**src/window_below_average_tracker_assert.svh**
```systemverilog
// assertion macros shared by the tracker modules
`ifndef WINDOW_BELOW_AVERAGE_TRACKER_ASSERT_SVH
`define WINDOW_BELOW_AVERAGE_TRACKER_ASSERT_SVH

// same-cycle implication, off during reset
`define WBAT_ASSERT_NOW(lbl, clk, rst_n, ante, cons, msg) \
  lbl: assert property (@(posedge clk) disable iff (!rst_n) (ante) |-> (cons)) \
    else $error(msg);

// next-cycle implication, off during reset
`define WBAT_ASSERT_NEXT(lbl, clk, rst_n, ante, cons, msg) \
  lbl: assert property (@(posedge clk) disable iff (!rst_n) (ante) |=> (cons)) \
    else $error(msg);

`endif

```
**src/wbat_pkg.sv**
```systemverilog
package wbat_pkg;

  localparam int WINDOW_SIZE_DEF = 1024;
  localparam int SAMPLE_BITS_DEF = 12;

  localparam int FUNC_W   = 2;
  localparam int RAW_W    = 12;
  localparam int PEAK_W   = 11;
  localparam int BELOW_W  = 12;
  localparam int AVG_W    = 12;
  localparam int CNT_OUT_W = 11;

  localparam logic [PEAK_W-1:0] LED_FS_RESET = 11'd20;

  localparam logic [FUNC_W-1:0] FUNC_SAMPLE = 2'd0;
  localparam logic [FUNC_W-1:0] FUNC_AVG    = 2'd1;
  localparam logic [FUNC_W-1:0] FUNC_COUNT  = 2'd2;

  typedef struct packed {
    logic accept;
    logic smp_upd;
    logic div_step;
    logic walk_step;
    logic out_load;
  } wbat_cmd_t;

  typedef struct packed {
    logic div_done;
    logic walk_done;
  } wbat_sts_t;

endpackage

```
**src/wbat_ctrl.sv**
```systemverilog
`include "window_below_average_tracker_assert.svh"

module wbat_ctrl
  import wbat_pkg::*;
(
  input  logic              clk,
  input  logic              rst_n,
  input  logic              in_valid,
  input  logic [FUNC_W-1:0] in_func,
  output logic              in_ready,
  output logic              out_valid,
  input  logic              out_ready,
  input  wbat_sts_t         sts,
  output wbat_cmd_t         cmd
);

  typedef enum logic [4:0] {
    ST_IDLE = 5'b00001,
    ST_SMP  = 5'b00010,
    ST_DIV  = 5'b00100,
    ST_WALK = 5'b01000,
    ST_FIN  = 5'b10000
  } state_t;

  state_t state_r, state_nxt;
  logic   out_valid_r, out_valid_nxt;
  logic   slot_free;
  logic   acc;

  assign in_ready  = (state_r == ST_IDLE);
  assign acc       = in_valid && in_ready;
  assign slot_free = !out_valid_r || out_ready;
  assign out_valid = out_valid_r;

  always_comb begin
    state_nxt = state_r;
    cmd       = '0;
    case (state_r)
      ST_IDLE: begin
        if (acc) begin
          cmd.accept = 1'b1;
          case (in_func)
            FUNC_SAMPLE: state_nxt = ST_SMP;
            FUNC_AVG:    state_nxt = ST_DIV;
            FUNC_COUNT:  state_nxt = ST_WALK;
            default:     state_nxt = ST_FIN;
          endcase
        end
      end
      ST_SMP: begin
        cmd.smp_upd = 1'b1;
        state_nxt   = ST_FIN;
      end
      ST_DIV: begin
        if (sts.div_done) begin
          state_nxt = ST_FIN;
        end else begin
          cmd.div_step = 1'b1;
        end
      end
      ST_WALK: begin
        if (sts.walk_done) begin
          state_nxt = ST_FIN;
        end else begin
          cmd.walk_step = 1'b1;
        end
      end
      ST_FIN: begin
        if (slot_free) begin
          cmd.out_load = 1'b1;
          state_nxt    = ST_IDLE;
        end
      end
      default: state_nxt = ST_IDLE;
    endcase
  end

  always_comb begin
    out_valid_nxt = out_valid_r;
    if (out_ready) begin
      out_valid_nxt = 1'b0;
    end
    if (cmd.out_load) begin
      out_valid_nxt = 1'b1;
    end
  end

  always_ff @(posedge clk) begin
    if (!rst_n) begin
      state_r     <= ST_IDLE;
      out_valid_r <= 1'b0;
    end else begin
      state_r     <= state_nxt;
      out_valid_r <= out_valid_nxt;
    end
  end

  `WBAT_ASSERT_NOW(a_load_free, clk, rst_n, cmd.out_load, !out_valid_r || out_ready, "result loaded over a waiting word")
  `WBAT_ASSERT_NOW(a_cmd_excl, clk, rst_n, 1'b1, $onehot0(cmd), "more than one datapath command")
  `WBAT_ASSERT_NEXT(a_smp_path, clk, rst_n, acc && in_func == FUNC_SAMPLE, cmd.smp_upd, "sample word not updated next cycle")

endmodule

```
**config.mk**
```make
export PLATFORM = sky130hd
export DESIGN_NAME = wbat_ctrl
export DESIGN_NICKNAME = d
export VERILOG_FILES = /design/src/wbat_pkg.sv /design/src/wbat_ctrl.sv
export VERILOG_INCLUDE_DIRS = /design/src /design/src/src
export SDC_FILE = /design/constraint.sdc
export NUM_CORES = 1
export LEC_CHECK = 0
export BUFFER_PORTS_ARGS = -buffer_cell sky130_fd_sc_hd__buf_2
export CELL_PAD_IN_SITES_DETAIL_PLACEMENT = 0
export CELL_PAD_IN_SITES_GLOBAL_PLACEMENT = 2
export CORE_UTILIZATION = 26
export DETAILED_ROUTE_END_ITERATION = 10
export GPL_TIMING_DRIVEN = 1
export PLACE_DENSITY_LB_ADDON = 0.1
export SLEW_MARGIN = 20
export SYNTH_ARGS = -nofsm -noshare
export SYNTH_HDL_FRONTEND = slang
export SYNTH_SLANG_ARGS = --single-unit
```
**constraint.sdc**
```tcl
create_clock -name clk -period 2.4 [get_ports clk]
set_input_delay 0.12 -clock clk [delete_from_list [all_inputs] [get_ports clk]]
set_output_delay 0.12 -clock clk [all_outputs]
set_load 0.02 [all_outputs]
```
# ---- Word level (Yosys, flattened, before mapping)
# Index checks and enable logic that the tools add are counted.
dict set report op_classes {
  add_sub_neg 0
  n_mul 0
  n_div 0
  magnitude_cmp 0
  n_eq_ne 11
  shifts 0
  n_mux 17
  n_bitwise 0
  reduce_logical 6
}
# operator n
set op_table {}
lappend op_table {{5-bit one-hot mux with 5 select lines} 1}
lappend op_table {{5-bit two-way mux} 4}
lappend op_table {{5-bit one-hot mux with 3 select lines} 1}
lappend op_table {{1-bit two-way mux} 11}
lappend op_table {{2-bit != test (second input constant)} 3}
lappend op_table {{5-bit by 1-bit == test with 1-bit output (second input constant)} 1}
lappend op_table {{5-bit by 2-bit == test with 1-bit output (second input constant)} 1}
lappend op_table {{5-bit by 3-bit == test with 1-bit output (second input constant)} 1}
lappend op_table {{5-bit by 4-bit == test with 1-bit output (second input constant)} 1}
lappend op_table {{5-bit == test (second input constant)} 1}
lappend op_table {{4-bit AND reduction} 1}
lappend op_table {{2-bit by 1-bit == test with 1-bit output (second input constant)} 1}
lappend op_table {{2-bit == test (second input constant)} 1}
lappend op_table {{2-bit logical NOT} 1}
lappend op_table {{2-bit by 1-bit != test with 1-bit output (second input constant)} 1}
lappend op_table {{2-bit nonzero test} 1}
lappend op_table {{1-bit logical AND} 1}
lappend op_table {{1-bit logical NOT} 1}
lappend op_table {{1-bit logical OR} 1}
dict set report word_totals {
  ff_bits 6
  latch_bits 0
  ram_bits 0
  mem_bits_ro 0
  inputBits 8
  out_inout_bits 7
  word_cells 36
  n_memories 0
}

# ---- Depth between registers and ports, before layout
dict set report depth {
  word_depth 5
  mapped_depth 5
}

# ---- Worst setup path before layout
# No wires, ideal clock.
dict set report synth_timing {
  path_type {register -> register}
  from {register state_r[1]}
  to {register state_r[4]}
  t_arrival_ps 1189
  required_ps 2297
  setup_slack_ps 1108
  path_stages_with_launch 6
  n_path_buf 0
  synth_period_minus_slack_ps 1292
  cell_sequence {dfxtp_1 -> nor3_2 -> nand3b_2 -> clkinv_2 -> nand3_2 -> a2111oi_2}
}
dict set report synth_between {
  elab_chain_len 4
}
# item line
set synth_rtl {}
lappend synth_rtl {{from (decl)} wbat_ctrl.sv:25} ;# state_t state_r, state_nxt;
lappend synth_rtl {{from (signal assigned)} wbat_ctrl.sv:93} ;# state_r <= state_nxt;
lappend synth_rtl {{5-bit by 1-bit == test with 1-bit output *} wbat_ctrl.sv:30} ;# assign in_ready = (state_r == ST_IDLE);
lappend synth_rtl {{net in_ready} wbat_ctrl.sv:10} ;# output logic in_ready,
lappend synth_rtl {{1-bit logical AND} wbat_ctrl.sv:31} ;# assign acc = in_valid && in_ready;
lappend synth_rtl {{2-bit by 1-bit != test with 1-bit output (no line)} --}
lappend synth_rtl {{4-bit AND reduction (no line)} --}
# The timed path passes the listed nets; every way through them passes the cells marked *.
# A chain may end at the register's enable or synchronous reset.

==> qor.csv <==
stage,metric,value,unit
worst_setup_path,Crit Path Category,reg2out,
clock_network,CTS tree,done,
worst_setup_path,Worst Reg-to-Reg Cells,5,
clock_network,insertion delay to the later sink of the worst-skew pair,0.24,ns
floorplan,row cnt,13,
finish,layout cells sized above 1,49.1,%
synthesis,#FFs+latches synth,6,
sta,Min Hold Slack,0.0897,ns
sta,Final setup viols,0,
sta,min Tclk post-route,1.49,ns
synthesis,Post-Synthesis Cells,39,
synthesis,sequential element share of the synthesized area,32.5,%
pwr,leakage,0.000234,uW
placement,Post-Place Worst Slack,1.03,ns
clock_network,clock slew at reported path FFs,0.04,ns
sta,Final WS setup,0.912,ns
synthesis,synth warn,0,
sta,Final Hold Fails,0,
drt,initial drt markers,6,
worst_setup_path,R2R Path End,state_r[4],
finish,Antenna diodes,0,
placement,Post-Place Cell Area,450,um^2
worst_setup_path,max incr delay on CP,0.36,ns
worst_setup_path,WP data arrival,1.37,ns
min_path,Hold Path Origin,in_func[0],
finish,"commonest non-fill, non-tap cell in the layout",buf_2,
synthesis,mux contribution to synthesized area,0,%
global_route,gr ovfl total,0,
clock_network,H-tree Lvls,1,
worst_setup_path,slowest CP cell,dfxtp_1,
placement,port bufs,14,
synthesis,Post-Synth XOR/XNOR Area,0,%
pwr,VDD IR max,0.000277,V
synthesis,Synth Area in Simple Gates,40.7,%
synthesis,Adder-Cell Fraction of Synth Area,0,%
worst_setup_path,r2r startpoint,state_r[1],
clock_network,clock buffer count from CTS,3,
worst_setup_path,Critical path destination,cmd[4],
floorplan,Starting Density,28.0,%
drt,DR vias/cell,5.01,
sta,Final Max Tran Viols,0,
sta,f_max,0.672,GHz
sta,clk_skew,0.00171,ns
finish,"commonest cells after routing, fill and taps aside","buf_2, dfxtp_1, nor2b_1",
synthesis,largest area contributor in the netlist,dfxtp_1,
flow_run,Max-Cap Viols,0,
global_route,first-pass GRT wire length,1240,um
floorplan,overall die width,39.7,um
floorplan,die height,39.7,um
sta,Slew @ Worst Pin,0.303,ns
finish,area growth from synthesis to layout,28.1,%
min_path,Worst Hold Class,in2reg,
worst_setup_path,WP data required,2.28,ns
drt,DR DRC count,0,
synthesis,synth top area cells,"dfxtp_1, nor2b_1, nand4b_1",
clock_network,post_cts resized,0,
sta,fin crit share,62.0,%
placement,post-DP HPWL,644,um
drt,antenna-violating nets left,0,
finish,fin area,473,um^2
synthesis,Synth Area per Inst,9.46,um^2
synthesis,Synth Cell Area,369,um^2
worst_setup_path,crit path launch,state_r[1],
worst_setup_path,Worst setup SP type,flip-flop,
global_route,largest net degree at the start of global routing,8,
sta,total negative slack,0,ns
worst_setup_path,Reg2Reg Setup Slack,1.04,ns
finish,fillers,136,
synthesis,Syn Nets,47,
drt,via count,351,
global_route,antenna violations before repair,0,
floorplan,io pins,15,
drt,final wirelength,794,um
sta,RSZ-0062 raised after global routing,false,
finish,final core occ,35.9,%
floorplan,core area,1320,um^2
placement,GPL Wtd Cong,0.676,
synthesis,Compound-Gate Fraction of Synth Area,21.4,%
drt,Pre-Repair DR Iteration Count,2,
global_route,vias in the first global route,320,
floorplan,total die area,1570,um^2
clock_network,post-CTS setup buffers,0,
synthesis,post-synth cell types,25,
clock_network,Root Driver,clkbuf_4,
worst_setup_path,CP Capture Type,primary output,
clock_network,clock buffer depth,2,
drt,WL per Instance,11.3,um
synthesis,Synth top area share,32.5,%
global_route,GRT Util Overall,12.5,%
worst_setup_path,crit path max fanout,7,
synthesis,largest family of logic cells by synthesized area,simple AND/OR/NAND/NOR gates,
sta,Slew headroom,79.6,%
worst_setup_path,"Cell Chain, Critical Path",nor3_2 -> nand3b_2 -> clkinv_2 -> and2_2 -> buf_2,
pwr,Pwr per Cell Area,568,nW/um^2
clock_network,CTS Hold Buffers Added,0,
clock_network,clock sinks,6,
finish,# nets final,65,
outcome,outcome,finished clean,
## cell usage after synthesis
master,count
dfxtp_1,6
nor2b_1,4
nor2_1,3
a21boi_0,2
inv_1,2
nand4b_1,2
o21ai_0,2
a2111oi_2,1
a211o_1,1
a31oi_2,1
a41o_1,1
and2_2,1
and3_2,1
and3b_2,1
and4bb_2,1
buf_4,1
clkinv_2,1
nand2_1,1
nand3_1,1
nand3_2,1
nand3b_2,1
nor3_2,1
nor4b_1,1
nor4bb_1,1
o21a_1,1
## metrics by stage
step                std cells  total power (uW)
finish                     70               269
floorplan                  39               159
global route               70               284
global placement           67               180
CTS                        70               274
detailed placement         67               181
## registers in the layout, indices dropped and copies added, names as in the netlist
register,count
state_r,5
out_valid,1
## worst max-delay path: cells and delay by family (launching register included)
kind | cells | cell delay, ns
DFF | 1 | 0.36
and+or+nand+nor | 3 | 0.52
buffers and inverters | 2 | 0.24
## per-layer routing
| layer | track usage [%] | wire length, um | vias up |
|---|---|---|---|
| met5 | 0 | 0 | - |
| met4 | 10.3 | 20 | 0 |
| met3 | 5.11 | 75 | 4 |
| met2 | 19.3 | 339 | 15 |
| met1 | 12.9 | 358 | 151 |
| li1 | - | - | 181 |
## area by class of cell
class / count / area [um^2] / share of cell area (%)
Clock buffer: 3 / 22.5 / 4.76
Inverter: 3 / 12.5 / 2.65
Sequential cell: 6 / 120 / 25.4
Tap cell: 15 / 18.8 / 3.97
Multi-Input combinational cell: 29 / 229 / 48.4
Timing Repair Buffer: 14 / 70.1 / 14.8
## worst min path at each step
stage	slack, ns	to	cells past startpoint
finish	0.09	state_r[1]	2
CTS	0.08	state_r[1]	2
global route	0.09	state_r[1]	2
floorplan	0.20	state_r[1]	1
global placement	0.34	state_r[1]	2
detailed placement	0.34	state_r[1]	2
## cell families (layout without fill, tap and decap cells)
group,count (synthesis),count (layout)
simple gates,20,20
compound gates,9,9
flops,6,6
buf+inv,4,20
## power by group
group | switching, uW | total, uW | leakage, uW | internal (uW)
Combinational | 37.1 | 65.3 | 0.000171 | 28.2
Sequential | 7.31 | 113 | 0.0000489 | 106
Clock | 33.6 | 89.9 | 0.0000138 | 56.4
Note: power is estimated with default switching activity, not from simulation.
